$ cat config.mk
export PLATFORM = sky130hd
export DESIGN_NAME = ippmac_ctrl
export DESIGN_NICKNAME = d
export VERILOG_FILES = /design/src/design/ippmac_pkg.sv /design/src/design/ippmac_ctrl.sv
export SDC_FILE = /design/constraint.sdc
export NUM_CORES = 1
export LEC_CHECK = 0
export ABC_AREA = 1
export BUFFER_PORTS_ARGS = -buffer_cell sky130_fd_sc_hd__buf_2
export CAP_MARGIN = 40
export CELL_PAD_IN_SITES_DETAIL_PLACEMENT = 1
export CELL_PAD_IN_SITES_GLOBAL_PLACEMENT = 2
export CORE_AREA = 2 2 39 41
export CTS_BUF_LIST = sky130_fd_sc_hd__clkbuf_2
export CTS_CLUSTER_DIAMETER = 40
export DETAILED_ROUTE_END_ITERATION = 7
export DIE_AREA = 0 0 41 43
export GPL_ROUTABILITY_DRIVEN = 0
export PLACE_DENSITY_LB_ADDON = 0.1
export SKIP_CTS_REPAIR_TIMING = 1
export SYNTH_ARGS = -nofsm -noshare
export SYNTH_HDL_FRONTEND = slang
export SYNTH_SLANG_ARGS = --single-unit
$ cat constraint.sdc
create_clock -name aclk -period 0.9 [get_ports aclk]
set_input_delay 0.18 -clock aclk [delete_from_list [all_inputs] [get_ports aclk]]
set_output_delay 0.18 -clock aclk [all_outputs]
set_load 0.05 [all_outputs]
$ cat src/design/ippmac_pkg.sv
// Shared types and constants for the IP to pseudo-MAC resolution table.
package ippmac_pkg;

    // Item kinds carried on the input side.
    localparam logic [1:0] KIND_REGISTER = 2'd0;
    localparam logic [1:0] KIND_ARP      = 2'd1;

    // Result status codes.
    localparam logic [2:0] STAT_REGISTERED = 3'd0;
    localparam logic [2:0] STAT_HIT        = 3'd1;
    localparam logic [2:0] STAT_MISS       = 3'd2;
    localparam logic [2:0] STAT_UNKNOWN    = 3'd3;
    localparam logic [2:0] STAT_FULL       = 3'd4;

    // Field widths.
    localparam int IP_W   = 32;
    localparam int PMAC_W = 48;
    localparam int KIND_W = 2;
    localparam int STAT_W = 3;

    // Broadcast pseudo MAC returned on a lookup miss.
    localparam logic [PMAC_W-1:0] BCAST_PMAC = 48'hFFFF_FFFF_FFFF;

    // Commands from the controller to the datapath.
    typedef struct packed {
        logic start;   // load the input transaction and rewind the scan
        logic scan;    // issue one table read and compare the previous one
        logic finish;  // build the result and update the table
    } ippmac_cmd_t;

    // Status from the datapath to the controller.
    typedef struct packed {
        logic scan_done;  // match found, table exhausted, nothing to scan, or unknown kind
        logic out_free;   // result register can take a new result this cycle
    } ippmac_sts_t;

endpackage

$ cat src/design/ippmac_ctrl.sv
// Controller state machine that sequences accept, table scan and result hand-off.
module ippmac_ctrl import ippmac_pkg::*; (
    input  logic        aclk,
    input  logic        aresetn,
    input  logic        s_tvalid,
    output logic        s_tready,
    input  ippmac_sts_t sts,
    output ippmac_cmd_t cmd
);

    localparam logic [1:0] S_IDLE   = 2'd0;
    localparam logic [1:0] S_SCAN   = 2'd1;
    localparam logic [1:0] S_FINISH = 2'd2;

    logic [1:0] state_reg;
    logic [1:0] state_next;

    // State register.
    always_ff @(posedge aclk) begin
        if (!aresetn) begin
            state_reg <= S_IDLE;
        end else begin
            state_reg <= state_next;
        end
    end

    // Next state and command decode.
    always_comb begin
        state_next = state_reg;
        cmd        = '0;
        s_tready   = 1'b0;
        case (state_reg)
            S_IDLE: begin
                s_tready = 1'b1;
                if (s_tvalid) begin
                    cmd.start  = 1'b1;
                    state_next = S_SCAN;
                end
            end
            S_SCAN: begin
                cmd.scan = 1'b1;
                if (sts.scan_done) begin
                    state_next = S_FINISH;
                end
            end
            S_FINISH: begin
                if (sts.out_free) begin
                    cmd.finish = 1'b1;
                    state_next = S_IDLE;
                end
            end
            default: begin
                state_next = S_IDLE;
            end
        endcase
    end

endmodule

=== After elaboration in Yosys (flattened, before gate mapping) ===
Cells that the tools add are included.

* Equal/unequal tests: 5
* Muxes and demuxes: 10
* Reduce and logical (&&, ||, !) cells: 2

{| class="wikitable"
|+ Operators with widths
! cell !! number
|-
| two-way mux 1 bit || 6
|-
| two-way mux 2 bit || 3
|-
| != test 2 bit, second input constant || 3
|-
| one-hot mux 2 bit (3 select lines) || 1
|-
| AND reduction 3 bit || 1
|-
| equality test 2 x 1 -> 1 bit, second input constant || 1
|-
| equality test 2 bit, second input constant || 1
|-
| zero test 2 bit || 1
|}

* Flip-flop bits (word level): 2
* Output and inout bits: 4
* Word-level logic and storage cells: 18

=== Depth between registers and ports, before layout ===
Gate-level depths: netlist of the first run.

* Word-level depth: 3
* Mapped depth: 3
* Mapped depth without buffers: 3

=== Least setup slack after synthesis of the first run ===
OpenSTA, ideal clock, no wires.

* Path kind: reg-to-output
* From: register state_reg[1]
* To: output port cmd[0] (netlist bit)
* Arrival: 1.513 ns
* Data required time: 0.720 ns
* Slack: -0.793 ns
* Cell stages (with the launch flop): 3
* Cells stage by stage: dfxtp_1 -> inv_1 -> nor3_1

{| class="wikitable"
|+ RTL lines
! element !! RTL line !! source
|-
| start: declaration || ippmac_ctrl.sv:15 || <nowiki>logic [1:0] state_reg;</nowiki>
|-
| start signal: assignment || ippmac_ctrl.sv:23 || <nowiki>state_reg <= state_next;</nowiki>
|-
| end: declaration || ippmac_ctrl.sv:8 || <nowiki>output ippmac_cmd_t cmd</nowiki>
|}

==> results of run 1 <==
[synthesized netlist by cell type (all sizes together)]
library cell  instances
nor3                  1
inv                   5
nor2                  2
nand3b                1
nand3                 2
a21oi                 2
dfxtp                 2
nand2                 1
[per-layer routing]
layer  share of wire, %  up-vias  global-route usage [%]
li1                   -       84                       -
met1                 37       71                    5.40
met2                 57        5                    6.88
met3                6.4        0                    3.14
met4                  0        0                    8.00
met5                  0        -                       0
[power groups by stage]
stage / logic [mW] / clock network [mW] / registers [mW]
after CTS: 0.132 / 0.149 / 0.107
after detailed placement: 0.131 / 0 / 0.108
after floorplan: 0.0841 / 0 / 0.107
after global placement: 0.130 / 0 / 0.108
final: 0.173 / 0.134 / 0.104
after global routing: 0.185 / 0.169 / 0.105
[cells in the final DEF, fill, tap and decap left out]
cell / netlist / layout
a21oi_1: 1 / 1
a21oi_2: 1 / 1
buf_2: 0 / 4
buf_4: 0 / 6
buf_6: 0 / 1
buf_8: 0 / 3
clkbuf_2: 0 / 3
clkinvlp_4: 0 / 1
dfxtp_4: 0 / 2
inv_1: 5 / 2
inv_2: 0 / 2
nand2_2: 1 / 1
nand3_1: 2 / 2
nand3b_1: 1 / 1
nor2_4: 0 / 2
nor3_4: 0 / 1
[tightest hold or removal path: stages]
cell     delay (ns)
buf_2          0.10
inv_1          0.07
a21oi_2        0.03
[through the flow]
stage,TNS (ns),setup WS [ns]
5_1_grt,-1.03,-0.290
3_5_place_dp,-0.315,-0.128
4_1_cts,-1.17,-0.345
2_1_floorplan,-0.643,-0.256
6_report,-0.737,-0.209
3_3_place_gp,-0.318,-0.135
[worst paths after layout]
check / to / slack [ns] / cells past startpoint
worst min register to register: state_reg[0]$_SDFFE_PN0P_ / 0.66 / 4
worst min-delay path: state_reg[0]$_SDFFE_PN0P_ / 0.23 / 3
worst max register to register: state_reg[0]$_SDFFE_PN0P_ / 0.07 / 4
worst max-delay path: cmd[2] / -0.21 / 4
[cells by family after synthesis]
group	Yosys count
AOI/OAI and AO/OA	2
buffers and inverters	5
DFF	2
and+or+nand+nor	7
[cell type report]
type                            count  area (sq um)
Clock buffer                        3          15.0
Fill cell                         167          1080
Inverter                            5          22.5
Multi-Input combinational cell      9          76.3
Sequential cell                     2          47.5
Tap cell                           16          20.0
Timing Repair Buffer               14           121
==> impl_metrics.toml, run 1 <==
[synthesis]
synthTopCellsByArea = "dfxtp_1, inv_1, nand3_1"
netlist_instances = 16
synth_fa_ha_area_share_pct = 0
netlist.area_leader.share_pct = 36.0
synth_area_leader_cell = "dfxtp_1"
netlist_area_sq_um = 111
yosys-mux-area-fraction_pct = 0
synthDistinctLibCells = 10
synth_top_family_by_area = "simple AND/OR/NAND/NOR gates"
synth_xor_area_share_pct = 0
yosysSeqAreaShare_pct = 36.0
synth-seq-cells = 2
avgSynthCellArea_sq_um = 6.96
synth-simple-area-share_pct = 34.8
ys_warn_count = 0
synth_compound_area_share_pct = 12.4
syn-num-nets = 21

[worst_hold_path]
holdCritStartpoint = "aresetn"
hp-class = "in -> reg"

[setup_path]
path_cells = "nor2_4 -> nand2_2 -> clkinvlp_4 -> buf_8"
max_stage_delay_ns = 0.35
crit_start = "state_reg[1]$_SDFFE_PN0P_"
start_kind = "flop"
worstPathArrival_ns = 0.93
path_class = "reg -> out"
reg2reg_from = "state_reg[1]$_SDFFE_PN0P_"
crit_buf_inv = 2
critPathCaptureType = "primary output"
cp_max_fo = 3
crit_required_ns = 0.72
crit_slowest_cell = "dfxtp_4"
crit_family = "flip-flops"

[clocking]
cts.sinks = 2
cts_buffer_depth = 2
clkTransAtPathRegs_ns = 0.03
numCtsBuffers = 3
cts_root_buffer = "clkbuf_2"
cts_tree = "yes"
ctsHtreeMaxLevel = 1
clk-insertion-delay-late_ns = 0.18

[grt]
grt_max_degree = 5
grt-ovfl-total = 0
track_usage_pct = 5.70
grt_pass1_wl_microns = 579
grt_pass1_vias = 169
antenna_found_initial = 0

[floorplan]
fp-row-count = 14
dieArea_sq_um = 1760
core_sq_um = 1380
ios = 9
initial_core_util_pct = 8.05
die_x_microns = 41
die_h_microns = 43

[pwr]
vdd.ir_drop.worst_mv = 0.312
p_int_mw = 0.263
power.total_mw = 0.411
pwr-share-comb_pct = 42.1
clock_power_share_pct = 32.6
p_switching_mw = 0.148
p_leak_nw = 0.135
power_density_nw_per_um2 = 1360
swShare_pct = 36.0
seq_power_share_pct = 25.3

[sta]
setup_ws_ns = -0.209
fin_skew_ns = 0.000358
fmax_ghz = 0.902
relSlewSlack_pct = 91.4
maxSlewViolCount = 0
post-route-period-util_pct = 123
post-route-min-period_ns = 1.11
finalSetupViolations = 4
hold-worst-slack_ns = 0.234
rsz0062_at_grt = "yes"
tightest_slew_ns = 0.128
hold_viol = 0

[routing]
num_vias = 160
postRouteWirelength_microns = 361
drc_errors = 0
drtIter0Drc = 3
viasPerCell = 3.27
drt_first_pass_iters = 2
postRouteAntennaNets = 0
wl_per_cell_microns = 7.37

[final_layout]
drive_gt1_share_pct = 81.8
area_growth_pct = 172
nNetsFinal = 40
n_antenna_cell = 0
fin_util_pct = 21.9
fin_cells = 49
largest_reg_flops = 2
fin_area_sq_um = 303

[placement]
placed_cells = 45
portBuffers = 8
dpl_cell_area_sq_um = 234
place_hpwl_microns = 291

[run_status]
status = "complete, but fails checks"
violations = "setup timing"

[job]
max-cap-violations = 0
Power figures use the tool's default switching activity.
==> run 2, diff against run 1 <==
--- a/config.mk
+++ b/config.mk
@@ -10,14 +10,13 @@
 export CAP_MARGIN = 40
 export CELL_PAD_IN_SITES_DETAIL_PLACEMENT = 1
 export CELL_PAD_IN_SITES_GLOBAL_PLACEMENT = 2
-export CORE_AREA = 2 2 39 41
+export CORE_AREA = 3 3 40 42
 export CTS_BUF_LIST = sky130_fd_sc_hd__clkbuf_2
 export CTS_CLUSTER_DIAMETER = 40
 export DETAILED_ROUTE_END_ITERATION = 7
-export DIE_AREA = 0 0 41 43
+export DIE_AREA = 0 0 43 45
 export GPL_ROUTABILITY_DRIVEN = 0
 export PLACE_DENSITY_LB_ADDON = 0.1
-export SKIP_CTS_REPAIR_TIMING = 1
 export SYNTH_ARGS = -nofsm -noshare
 export SYNTH_HDL_FRONTEND = slang
 export SYNTH_SLANG_ARGS = --single-unit
==> impl_metrics.toml, run 2 (synthesized netlist as in run 1, its figures left out) <==
[grt]
antenna_found_initial = 0
track_usage_pct = 5.82
grt_max_degree = 5
grt_pass1_wl_microns = 724
grt_pass1_vias = 176
grt-ovfl-total = 0

[clocking]
numCtsBuffers = 3
cts_buffer_depth = 2
ctsHtreeMaxLevel = 1
cts_root_buffer = "clkbuf_2"
clkTransAtPathRegs_ns = 0.03
cts.sinks = 2
cts_tree = "yes"
hold_buffers = 0
clk-insertion-delay-late_ns = 0.19

[routing]
postRouteAntennaNets = 0
wl_per_cell_microns = 8.51
viasPerCell = 3.32
postRouteWirelength_microns = 400
num_vias = 156
drtIter0Drc = 4
drc_errors = 0
drt_first_pass_iters = 2

[sta]
maxSlewViolCount = 0
fmax_ghz = 0.906
hold_viol = 0
rsz0062_at_grt = "yes"
fin_skew_ns = 0.00258
post-route-period-util_pct = 123
hold-worst-slack_ns = 0.232
finalSetupViolations = 5
relSlewSlack_pct = 83.4
tightest_slew_ns = 0.250
setup_ws_ns = -0.203
post-route-min-period_ns = 1.10

[setup_path]
start_kind = "flop"
max_stage_delay_ns = 0.37
reg2reg_slack_ns = -0.03
critPathCaptureType = "primary output"
worstPathArrival_ns = 0.92
reg2reg_from = "state_reg[0]$_SDFFE_PN0P_"
crit_slowest_cell = "dfxtp_4"
reg2reg_depth = 5
path_cells = "nor2_4 -> nand2_2 -> clkinvlp_4 -> buf_8"
crit_buf_inv = 2
crit_family = "flip-flops"
crit_required_ns = 0.72
path_class = "reg -> out"
r2r_end = "state_reg[0]$_SDFFE_PN0P_"
cp_max_fo = 4

[worst_hold_path]
min_path_cells = 3
hp-class = "in -> reg"
holdPathEnd = "state_reg[0]$_SDFFE_PN0P_"
holdCritStartpoint = "aresetn"

[run_status]
status = "complete, but fails checks"
violations = "setup timing"

[final_layout]
largest_reg_flops = 2
nNetsFinal = 39
final_cell_mix = "buf_2, buf_4, inv_1, clkbuf_2"
fin_area_sq_um = 282
drive_gt1_share_pct = 78.1
multiInputGateArea_sq_um = 76.3
seqCellArea_sq_um = 45.0
area_growth_pct = 153
n_antenna_cell = 0
fillers = 160

[pwr]
p_leak_nw = 0.127
power.total_mw = 0.400
power_density_nw_per_um2 = 1420
vdd.ir_drop.worst_mv = 0.358

[floorplan]
die_x_microns = 43
dieArea_sq_um = 1940
die_h_microns = 45
fp-row-count = 13
core_sq_um = 1280
initial_core_util_pct = 8.67
ios = 9

[job]
max-cap-violations = 0

[placement]
dpl_cell_area_sq_um = 225
place_hpwl_microns = 314
portBuffers = 8
## run 2: how the worst max path moves through the flow
stage	depth (start not counted)	slack (ns)	startpoint	end
2_1_floorplan	3	-0.26	state_reg[1]$_SDFFE_PN0P_	cmd[2]
3_3_place_gp	3	-0.12	state_reg[1]$_SDFFE_PN0P_	cmd[0]
3_5_place_dp	3	-0.13	state_reg[1]$_SDFFE_PN0P_	cmd[0]
4_1_cts	4	-0.22	state_reg[0]$_SDFFE_PN0P_	cmd[2]
5_1_grt	4	-0.28	state_reg[0]$_SDFFE_PN0P_	cmd[2]
6_report	4	-0.20	state_reg[0]$_SDFFE_PN0P_	cmd[2]
## run 2: power by group
group	leakage (nW)	internal, mW	switching, mW
clock	0.0125	0.0884	0.0517
sequential	0.0175	0.0954	0.0104
combinational	0.0973	0.0658	0.0887
total	0.127	0.250	0.151
## run 2: worst register-to-register path, cell delays in order (launching register included)
cell and delay [ns]:
dfxtp_4 0.36, nor2_4 0.09, nand2_2 0.07, buf_4 0.13
buf_4 0.12, a21oi_2 0.09
## run 2: through the flow
step | setup slack (ns) | TNS [ns] | utilization [%] | cells
CTS | -0.219 | -0.890 | 21.6 | 47
global route | -0.278 | -1.12 | 21.9 | 47
finish | -0.203 | -0.802 | 21.9 | 47
detailed placement | -0.133 | -0.323 | 17.5 | 43
floorplan | -0.256 | -0.643 | - | 16
global placement | -0.115 | -0.303 | 17.5 | 43
## run 2: final cells by class
class / count / area share (%)
inverter: 5 / 8.00
timing repair buffer: 13 / 36.9
sequential: 2 / 16.0
clock buffer: 3 / 5.33
tap: 15 / 6.67
multi-input combinational: 9 / 27.1
## run 2: routing by layer
| metal | global-route usage [%] | routed length (microns) | vias to the layer above |
|---|---|---|---|
| li1 | - | - | 81 |
| met1 | 6.24 | 180 | 65 |
| met2 | 6.59 | 162 | 8 |
| met3 | 5.18 | 44 | 2 |
| met4 | 5.42 | 13 | 0 |
| met5 | 0 | 0 | - |
## run 2: repair_timing
action,in CTS,in global routing
pin swaps,2,0
gates resized for setup,10,1
endpoints found under the hold margin,0,0
buffers inserted,1,0
endpoints found under the setup margin,4,5
